File: src/rtl/core/pjb_pkg.sv
// ----------------------------------------------------------------------------
// pjb_pkg
// Shared types and constants of the per-slot input jitter buffer.
// ----------------------------------------------------------------------------
package pjb_pkg;

    localparam int CMD_W     = 2;
    localparam int SLOT_IN_W = 8;
    localparam int SEQ_W     = 32;
    localparam int WORD_W    = 32;
    localparam int STATUS_W  = 3;
    localparam int CNT_W     = 3;

    typedef enum logic [CMD_W-1:0] {
        CMD_JOIN  = 2'd0,
        CMD_LEAVE = 2'd1,
        CMD_PUSH  = 2'd2,
        CMD_POP   = 2'd3
    } t_cmd;

    typedef enum logic [STATUS_W-1:0] {
        ST_DONE    = 3'd0,
        ST_NO_SLOT = 3'd1,
        ST_ACTIVE  = 3'd2,
        ST_DEAD    = 3'd3,
        ST_STALE   = 3'd4,
        ST_DROPPED = 3'd5,
        ST_EMPTY   = 3'd6
    } t_status;

    // controller to datapath
    typedef struct packed {
        logic capture;
        logic ring_rd;
        logic commit;
    } t_ctrl_cmd;

    // datapath to controller
    typedef struct packed {
        logic need_ring;
        logic out_stall;
    } t_dp_stat;

endpackage

File: src/rtl/core/pjb_controller.sv
// ----------------------------------------------------------------------------
// pjb_controller
// Sequences one command through slot read, ring read and commit.
// ----------------------------------------------------------------------------
module pjb_controller
    import pjb_pkg::*;
(
    input  logic      i_clk,
    input  logic      i_rst_n,
    input  logic      i_valid,
    output logic      o_ready,
    input  t_dp_stat  i_stat,
    output t_ctrl_cmd o_cmd
);

    typedef enum logic [2:0] {
        S_IDLE  = 3'b001,
        S_EVAL  = 3'b010,
        S_WRITE = 3'b100
    } t_state;

    t_state r_state;
    t_state n_state;

    always_ff @(posedge i_clk) begin
        if (!i_rst_n) begin
            r_state <= S_IDLE;
        end else begin
            r_state <= n_state;
        end
    end

    always_comb begin
        n_state       = r_state;
        o_ready       = 1'b0;
        o_cmd.capture = 1'b0;
        o_cmd.ring_rd = 1'b0;
        o_cmd.commit  = 1'b0;
        case (r_state)
            S_IDLE: begin
                o_ready = 1'b1;
                if (i_valid) begin
                    o_cmd.capture = 1'b1;
                    n_state       = S_EVAL;
                end
            end
            S_EVAL: begin
                // slot state is valid here, fetch the head entry for a pop
                o_cmd.ring_rd = i_stat.need_ring;
                n_state       = S_WRITE;
            end
            S_WRITE: begin
                if (!i_stat.out_stall) begin
                    o_cmd.commit = 1'b1;
                    n_state      = S_IDLE;
                end
            end
            default: begin
                n_state = S_IDLE;
            end
        endcase
    end

endmodule

File: src/rtl/core/pjb_datapath.sv
// ----------------------------------------------------------------------------
// pjb_datapath
// Slot state memories, ring memories, command evaluation and result register.
// ----------------------------------------------------------------------------
module pjb_datapath
    import pjb_pkg::*;
#(
    parameter int SLOT_COUNT = 8,
    parameter int RING_DEPTH = 4
)
(
    input  logic                 i_clk,
    input  logic                 i_rst_n,
    input  t_ctrl_cmd            i_cmd,
    output t_dp_stat             o_stat,
    input  logic [CMD_W-1:0]     i_command,
    input  logic [SLOT_IN_W-1:0] i_player_slot,
    input  logic                 i_player_alive,
    input  logic [SEQ_W-1:0]     i_sequence_req,
    input  logic [WORD_W-1:0]    i_input_word,
    output logic                 o_valid,
    input  logic                 i_ready,
    output logic [STATUS_W-1:0]  o_status,
    output logic [WORD_W-1:0]    o_applied_word,
    output logic [SEQ_W-1:0]     o_ack_sequence,
    output logic [CNT_W-1:0]     o_buffered_count
);

    localparam int SLOT_W = (SLOT_COUNT > 1) ? $clog2(SLOT_COUNT) : 1;
    localparam int HEAD_W = (RING_DEPTH > 1) ? $clog2(RING_DEPTH) : 1;
    localparam int FILL_W = $clog2(RING_DEPTH + 1);
    localparam int SUM_W  = FILL_W + 1;
    localparam int RING_N = SLOT_COUNT * RING_DEPTH;
    localparam int ADDR_W = (RING_N > 1) ? $clog2(RING_N) : 1;
    localparam logic [HEAD_W-1:0] LAST_HEAD = HEAD_W'(RING_DEPTH - 1);
    localparam logic [FILL_W-1:0] FULL_FILL = FILL_W'(RING_DEPTH);
    localparam logic [FILL_W-1:0] DROP_FILL = FILL_W'(RING_DEPTH - 1);

    // captured command
    t_cmd                 r_cmd;
    logic [SLOT_IN_W-1:0] r_slot;
    logic                 r_alive;
    logic [SEQ_W-1:0]     r_seq;
    logic [WORD_W-1:0]    r_word;

    // per-slot state, active bit doubles as the valid bit of the slot memories
    logic [SLOT_COUNT-1:0] r_active;
    logic [SEQ_W-1:0]      r_mem_newest [SLOT_COUNT];
    logic [SEQ_W-1:0]      r_mem_ack    [SLOT_COUNT];
    logic [HEAD_W-1:0]     r_mem_head   [SLOT_COUNT];
    logic [FILL_W-1:0]     r_mem_fill   [SLOT_COUNT];
    logic [SEQ_W-1:0]      r_m_newest;
    logic [SEQ_W-1:0]      r_m_ack;
    logic [HEAD_W-1:0]     r_m_head;
    logic [FILL_W-1:0]     r_m_fill;

    // ring entries of all slots
    logic [WORD_W-1:0] r_ring_word [RING_N];
    logic [SEQ_W-1:0]  r_ring_seq  [RING_N];
    logic [WORD_W-1:0] r_rd_word;
    logic [SEQ_W-1:0]  r_rd_seq;

    // result register
    logic               r_o_valid;
    t_status            r_o_status;
    logic [WORD_W-1:0]  r_o_word;
    logic [SEQ_W-1:0]   r_o_ack;
    logic [CNT_W-1:0]   r_o_cnt;

    logic                      in_range;
    logic [SLOT_W-1:0]         sidx;
    logic                      act;
    logic [SEQ_W-1:0]          cur_newest;
    logic [SEQ_W-1:0]          cur_ack;
    logic [HEAD_W-1:0]         cur_head;
    logic [FILL_W-1:0]         cur_fill;
    logic [HEAD_W-1:0]         head_inc;
    logic                      full;
    logic [HEAD_W-1:0]         push_head;
    logic [FILL_W-1:0]         push_fill;
    logic [SUM_W-1:0]          pos_sum;
    logic [SUM_W-1:0]          pos_wrap;
    logic [HEAD_W-1:0]         push_pos;
    logic [ADDR_W:0]           ring_base;
    logic [ADDR_W-1:0]         addr_push;
    logic [ADDR_W-1:0]         addr_pop;

    t_status                   res_status;
    logic [WORD_W-1:0]         res_word;
    logic [SEQ_W-1:0]          res_ack;
    logic [FILL_W-1:0]         res_fill;
    logic [FILL_W+CNT_W-1:0]   res_fill_ext;
    logic                      wr_meta;
    logic                      wr_ring;
    logic                      set_active;
    logic                      clr_active;
    logic                      need_ring;
    logic [SEQ_W-1:0]          new_newest;
    logic [SEQ_W-1:0]          new_ack;
    logic [HEAD_W-1:0]         new_head;
    logic [FILL_W-1:0]         new_fill;

    // command capture and slot state read
    always_ff @(posedge i_clk) begin
        if (i_cmd.capture) begin
            r_cmd      <= t_cmd'(i_command);
            r_slot     <= i_player_slot;
            r_alive    <= i_player_alive;
            r_seq      <= i_sequence_req;
            r_word     <= i_input_word;
            r_m_newest <= r_mem_newest[i_player_slot[SLOT_W-1:0]];
            r_m_ack    <= r_mem_ack[i_player_slot[SLOT_W-1:0]];
            r_m_head   <= r_mem_head[i_player_slot[SLOT_W-1:0]];
            r_m_fill   <= r_mem_fill[i_player_slot[SLOT_W-1:0]];
        end
    end

    assign in_range   = {1'b0, r_slot} < (SLOT_IN_W + 1)'(SLOT_COUNT);
    assign sidx       = r_slot[SLOT_W-1:0];
    assign act        = in_range && r_active[sidx];
    // an inactive slot reads as cleared
    assign cur_newest = act ? r_m_newest : '0;
    assign cur_ack    = act ? r_m_ack    : '0;
    assign cur_head   = act ? r_m_head   : '0;
    assign cur_fill   = act ? r_m_fill   : '0;

    assign head_inc  = (cur_head == LAST_HEAD) ? '0 : cur_head + 1'b1;
    assign full      = (cur_fill == FULL_FILL);
    assign push_head = full ? head_inc  : cur_head;
    assign push_fill = full ? DROP_FILL : cur_fill;
    assign pos_sum   = SUM_W'(push_head) + SUM_W'(push_fill);
    assign pos_wrap  = (pos_sum >= SUM_W'(RING_DEPTH)) ? pos_sum - SUM_W'(RING_DEPTH) : pos_sum;
    assign push_pos  = pos_wrap[HEAD_W-1:0];

    assign ring_base = (ADDR_W + 1)'(sidx) * (ADDR_W + 1)'(RING_DEPTH);
    assign addr_push = ADDR_W'(ring_base + (ADDR_W + 1)'(push_pos));
    assign addr_pop  = ADDR_W'(ring_base + (ADDR_W + 1)'(cur_head));

    always_comb begin
        res_status = ST_DONE;
        res_word   = '0;
        res_ack    = cur_ack;
        res_fill   = cur_fill;
        wr_meta    = 1'b0;
        wr_ring    = 1'b0;
        set_active = 1'b0;
        clr_active = 1'b0;
        need_ring  = 1'b0;
        new_newest = cur_newest;
        new_ack    = cur_ack;
        new_head   = cur_head;
        new_fill   = cur_fill;
        if (!in_range) begin
            res_status = ST_NO_SLOT;
            res_ack    = '0;
            res_fill   = '0;
        end else if (r_cmd == CMD_JOIN) begin
            if (act) begin
                res_status = ST_ACTIVE;
            end else begin
                set_active = 1'b1;
                wr_meta    = 1'b1;
                new_newest = '0;
                new_ack    = '0;
                new_head   = '0;
                new_fill   = '0;
            end
        end else if (!act) begin
            res_status = ST_NO_SLOT;
        end else begin
            case (r_cmd)
                CMD_LEAVE: begin
                    clr_active = 1'b1;
                    res_ack    = '0;
                    res_fill   = '0;
                end
                CMD_PUSH: begin
                    if (!r_alive) begin
                        res_status = ST_DEAD;
                    end else if (r_seq <= cur_newest) begin
                        res_status = ST_STALE;
                    end else begin
                        wr_meta    = 1'b1;
                        wr_ring    = 1'b1;
                        new_newest = r_seq;
                        new_head   = push_head;
                        new_fill   = push_fill + 1'b1;
                        res_fill   = push_fill + 1'b1;
                        if (full) begin
                            res_status = ST_DROPPED;
                        end
                    end
                end
                CMD_POP: begin
                    if (!r_alive) begin
                        res_status = ST_DEAD;
                    end else if (cur_fill == '0) begin
                        res_status = ST_EMPTY;
                    end else begin
                        need_ring = 1'b1;
                        wr_meta   = 1'b1;
                        res_word  = r_rd_word;
                        new_ack   = r_rd_seq;
                        res_ack   = r_rd_seq;
                        new_head  = head_inc;
                        new_fill  = cur_fill - 1'b1;
                        res_fill  = cur_fill - 1'b1;
                    end
                end
                default: begin
                    res_status = ST_DONE;
                end
            endcase
        end
    end

    assign res_fill_ext = (FILL_W + CNT_W)'(res_fill);

    // slot state write back
    always_ff @(posedge i_clk) begin
        if (i_cmd.commit && wr_meta) begin
            r_mem_newest[sidx] <= new_newest;
            r_mem_ack[sidx]    <= new_ack;
            r_mem_head[sidx]   <= new_head;
            r_mem_fill[sidx]   <= new_fill;
        end
    end

    always_ff @(posedge i_clk) begin
        if (!i_rst_n) begin
            r_active <= '0;
        end else if (i_cmd.commit) begin
            if (set_active) begin
                r_active[sidx] <= 1'b1;
            end else if (clr_active) begin
                r_active[sidx] <= 1'b0;
            end
        end
    end

    // ring memory, one write and one registered read
    always_ff @(posedge i_clk) begin
        if (i_cmd.commit && wr_ring) begin
            r_ring_word[addr_push] <= r_word;
            r_ring_seq[addr_push]  <= r_seq;
        end
        if (i_cmd.ring_rd) begin
            r_rd_word <= r_ring_word[addr_pop];
            r_rd_seq  <= r_ring_seq[addr_pop];
        end
    end

    // result register
    always_ff @(posedge i_clk) begin
        if (!i_rst_n) begin
            r_o_valid <= 1'b0;
        end else if (i_cmd.commit) begin
            r_o_valid <= 1'b1;
        end else if (i_ready) begin
            r_o_valid <= 1'b0;
        end
    end

    always_ff @(posedge i_clk) begin
        if (i_cmd.commit) begin
            r_o_status <= res_status;
            r_o_word   <= res_word;
            r_o_ack    <= res_ack;
            r_o_cnt    <= res_fill_ext[CNT_W-1:0];
        end
    end

    assign o_stat.need_ring = need_ring;
    assign o_stat.out_stall = r_o_valid && !i_ready;

    assign o_valid          = r_o_valid;
    assign o_status         = r_o_status;
    assign o_applied_word   = r_o_word;
    assign o_ack_sequence   = r_o_ack;
    assign o_buffered_count = r_o_cnt;

endmodule

File: src/rtl/core/per_slot_input_jitter_buffer_unit.sv
// ----------------------------------------------------------------------------
// per_slot_input_jitter_buffer_unit
// Per-player rings of input words with sequence filtering and drop-oldest.
// ----------------------------------------------------------------------------
// Each accepted command (join, leave, push, pop) yields exactly one result
// beat. A command passes from acceptance to a valid result through these
// steps: read the slot's state memory, read the slot's ring memory at its
// head (used by a pop), and update both memories and load the result
// register. The input takes the next command once that result is loaded,
// so a new command is not accepted while one is in flight; a result that
// is not taken holds the next command in its commit cycle. After reset all
// slots are inactive and no clearing pass is needed. Slot ids at or above
// SLOT_COUNT answer "no such slot" with zero fields.
module per_slot_input_jitter_buffer_unit
    import pjb_pkg::*;
#(
    parameter int SLOT_COUNT = 8,
    parameter int RING_DEPTH = 4
)
(
    input  logic                 i_clk,
    input  logic                 i_rst_n,
    input  logic                 i_valid,
    output logic                 o_ready,
    input  logic [CMD_W-1:0]     i_command,
    input  logic [SLOT_IN_W-1:0] i_player_slot,
    input  logic                 i_player_alive,
    input  logic [SEQ_W-1:0]     i_sequence_req,
    input  logic [WORD_W-1:0]    i_input_word,
    output logic                 o_valid,
    input  logic                 i_ready,
    output logic [STATUS_W-1:0]  o_status,
    output logic [WORD_W-1:0]    o_applied_word,
    output logic [SEQ_W-1:0]     o_ack_sequence,
    output logic [CNT_W-1:0]     o_buffered_count
);

    t_ctrl_cmd ctrl_cmd;
    t_dp_stat  dp_stat;

    pjb_controller u_pjb_controller (
        .i_clk   (i_clk),
        .i_rst_n (i_rst_n),
        .i_valid (i_valid),
        .o_ready (o_ready),
        .i_stat  (dp_stat),
        .o_cmd   (ctrl_cmd)
    );

    pjb_datapath #(
        .SLOT_COUNT (SLOT_COUNT),
        .RING_DEPTH (RING_DEPTH)
    ) u_pjb_datapath (
        .i_clk            (i_clk),
        .i_rst_n          (i_rst_n),
        .i_cmd            (ctrl_cmd),
        .o_stat           (dp_stat),
        .i_command        (i_command),
        .i_player_slot    (i_player_slot),
        .i_player_alive   (i_player_alive),
        .i_sequence_req   (i_sequence_req),
        .i_input_word     (i_input_word),
        .o_valid          (o_valid),
        .i_ready          (i_ready),
        .o_status         (o_status),
        .o_applied_word   (o_applied_word),
        .o_ack_sequence   (o_ack_sequence),
        .o_buffered_count (o_buffered_count)
    );

endmodule

File: config.mk
export PLATFORM = sky130hd
export DESIGN_NAME = per_slot_input_jitter_buffer_unit
export DESIGN_NICKNAME = d
export VERILOG_FILES = /design/src/rtl/core/pjb_pkg.sv /design/src/rtl/core/pjb_controller.sv /design/src/rtl/core/pjb_datapath.sv /design/src/rtl/core/per_slot_input_jitter_buffer_unit.sv
export SDC_FILE = /design/constraint.sdc
export NUM_CORES = 2
export LEC_CHECK = 0
export ABC_AREA = 1
export BUFFER_PORTS_ARGS = -buffer_cell sky130_fd_sc_hd__buf_2
export CORE_ASPECT_RATIO = 1.75
export CORE_MARGIN = 2
export CORE_UTILIZATION = 35
export CTS_CLUSTER_DIAMETER = 80
export DETAILED_ROUTE_END_ITERATION = 16
export PLACE_DENSITY = 0.5
export SYNTH_ARGS = -nofsm -noshare
export SYNTH_HDL_FRONTEND = slang
export SYNTH_SLANG_ARGS = --single-unit
File: constraint.sdc
create_clock -name i_clk -period 12.2 [get_ports i_clk]
set_input_delay 2.44 -clock i_clk [delete_from_list [all_inputs] [get_ports i_clk]]
set_output_delay 2.44 -clock i_clk [all_outputs]
set_load 0.1 [all_outputs]
==> metrics.txt <==
maxcap violations 0; vias post-DR about 72000; Post-Route Setup TNS 0 ns; CTS Sinks around 2900; cell taking the most area after synthesis edfxtp_1; Worst-Skew Late Latency around 0.90 ns; final setup violation count 0; CTS tree done; Post-CTS Setup Bufs 0; Mapped Area 118000 um2; Worst setup startpoint u_pjb_datapath.r_slot[2]$_DFFE_PP_; syn nets between 9000 and 10000; Syn Area/Cell between 10 and 15 um2; CP endpoint kind flop; sequential element share of the synthesized area 73.7%; most area-consuming cells after synthesis edfxtp_1 73%, nand2_1 9.6%, o211ai_1 4.7%, inv_1 3.0%, nor2_1 2.6%; Critical path destination u_pjb_datapath.r_ring_seq[23][26]$_DFFE_PP_; slew margin rel. approximately an eighth; Worst path depth 25; Synth async-reset ratio 0%; Iter 0 DRT Violations 5812; Syn Inst Count 9836; unrepaired setup endpoints after global routing no; post-DP HPWL about 190 mm; Tcrit/Tclk final roughly two thirds; final wirelength around 340 mm; EDFF count, synth about 2900; Starting Density between 30% and 40%; layout cells sized above 1 7.65%; Clock transition at path regs ~0.070 ns; residual DRC count 0; WP buf/inv 6; Hold Slack 0.463 ns; Slew @ Worst Pin between 1 and 1.5 ns; Max stage delay on crit path slightly below 0.9 ns; H-tree depth 5; Root Driver clkbuf_16; die width 442 um; GRT Total Usage between 15 and 20%; reg-to-reg setup timing slack 3.84 ns; post-route ant nets 0; Syn-to-layout area delta 12.2%; worst reg2reg endpoint u_pjb_datapath.r_ring_seq[23][26]$_DFFE_PP_; non-filler cells, final ~14000; row cnt roughly 280; placed instance count approximately 14000; CP Launch Type flop; cell mode on critical path nand2_1; reg2reg path depth 25; cell leakage power around 0.048 uW; Port Buffers 150; final hold vios 0; area share of the largest cell type after synthesis about three quarters; fin. max-slew vios 0; Crit-path slowest cell nor3_2; Ports 151; first-pass GRT wire length between 400 and 500 mm; Finished Core Util slightly below 40%; worst vdd ir slightly above 100 uV; Vias per Instance between 4 and 5; clock period minus worst slack around 8.4 ns; Max clock buf depth 4; most frequent cells in the layout 3022 x nand2_1, 2878 x edfxtp_1, 922 x inv_1, 762 x nor2_1, 730 x o211ai_1; wire per inst about 23 um; Critical R2R Launch u_pjb_datapath.r_slot[2]$_DFFE_PP_; number of global-route vias before repair between 70000 and 80000; first drt pass iteration count 6; nets@finish 10000; Hold Crit Class flop to flop; largest net degree at the start of global routing approximately 210; status finished clean; initial antenna violation count 16; die area approximately 340000 um2; Final Skew around 0.08 ns; GR Overflow Total 0; post-cts hold buffer count 0; number of gates resized after CTS 0; Yosys cell types 40; FMAX ~120 MHz; cell family with most CP delay simple AND/OR/NAND/NOR gates; Critical Path AT approximately 8.8 ns; Routability Congestion about 0.8; commonest non-fill, non-tap cell in the layout nand2_1; cell area power density between 150 and 200 nW/um2; flops & latches, synth 2890; required time of the critical path between 10 and 15 ns; Die Span Y around 770 um; crit path kind flop to flop; worst-path maximum fanout a little under 50; Synth warnings 0; core area between 300000 and 400000 um2; ys flop type edfxtp_1; CTS Buf Count 275
## registers in the layout, indices dropped and copies added, names as in the netlist, 8 cells and up, named ones only
name / flops
u_pjb_datapath.r_mem_fill: 24
u_pjb_datapath.r_ring_seq: 1024
u_pjb_datapath.r_ring_word: 1024
u_pjb_datapath.r_rd_word: 32
u_pjb_datapath.o_ack_sequence: 32
u_pjb_datapath.r_m_ack: 32
u_pjb_datapath.r_m_newest: 32
u_pjb_datapath.r_seq: 32
u_pjb_datapath.r_word: 32
u_pjb_datapath.r_mem_newest: 256
u_pjb_datapath.r_mem_head: 16
u_pjb_datapath.o_applied_word: 32
u_pjb_datapath.r_rd_seq: 32
u_pjb_datapath.r_mem_ack: 256
u_pjb_datapath.r_slot: 8
## where the power goes
part	internal (uW)	switching, uW
clock network	4710	3750
registers	11000	59.5
logic	156	571
## kinds of logic (layout without fill, tap and decap cells)
| group | Yosys count | in the layout | share of synthesized area [%] |
|---|---|---|---|
| compound gates | 1397 | 1397 | 7.67 |
| xor+xnor | 1 | 1 | 0.00745 |
| fa+ha+maj | 37 | 37 | 0.394 |
| buf+inv | 1473 | 1748 | 4.97 |
| flops | 2890 | 2890 | 73.7 |
| other cells | 0 | 2 | 0 |
| simple gates | 4038 | 4038 | 13.3 |
## synthesized netlist by cell type, types with 2 or more instances
| cell type | count |
|---|---|
| a21oi_1 | 97 |
| a31oi_1 | 70 |
| and3_1 | 6 |
| buf_1 | 32 |
| buf_2 | 193 |
| buf_4 | 7 |
| buf_6 | 7 |
| clkbuf_1 | 299 |
| clkinv_1 | 2 |
| dfxtp_1 | 12 |
| edfxtp_1 | 2878 |
| ha_1 | 37 |
| inv_1 | 930 |
| inv_2 | 2 |
| nand2_1 | 3023 |
| nand2_2 | 4 |
| nand3_1 | 112 |
| nand3_2 | 4 |
| nand3b_1 | 33 |
| nand4_1 | 17 |
| nor2_1 | 808 |
| nor2_2 | 4 |
| nor2_4 | 4 |
| nor3_1 | 8 |
| o211ai_1 | 730 |
| o21ai_0 | 400 |
| o21ai_1 | 19 |
| o21bai_1 | 6 |
| o22ai_1 | 70 |
| or2_1 | 12 |
## metrics by stage
stage	total power [uW]	area, um2	worst slack [ns]
final	20200	132000	3.84
after global routing	20800	132000	3.39
after CTS	20500	132000	3.74
after detailed placement	12000	123000	3.83
after global placement	12000	123000	3.94
after floorplan	11600	118000	2.15
## layer usage
layer	part of all wire, %	wire (um)	track usage [%]
met1	40	135000	23.2
met2	53	180000	36.3
met3	4.4	14800	2.27
met4	2.7	9080	5.42
met5	0.0021	7	0
## layout make-up
type | count | area, um2
Fill cell | 31700 | 203000
Clock inverter | 134 | 1240
Sequential cell | 2890 | 86700
Antenna cell | 2 | 5.00
Tap cell | 4386 | 5490
Multi-Input combinational cell | 5473 | 25500
Timing Repair Buffer | 333 | 2250
Clock buffer | 346 | 7320
Inverter | 935 | 3550
## worst min-delay path: stages (launching register included)
cell and delay (ns):
dfxtp_1 0.30, inv_1 0.06, a21oi_1 0.06
## worst min path at each step
stage | from | to | slack [ns] | depth (start not counted)
floorplan | flop | flop | 0.43 | 2
global placement | flop | flop | 0.46 | 2
detailed placement | flop | flop | 0.45 | 2
CTS | flop | flop | 0.46 | 2
global route | flop | flop | 0.48 | 2
finish | flop | flop | 0.46 | 2
(Power assumes the default switching activity.)
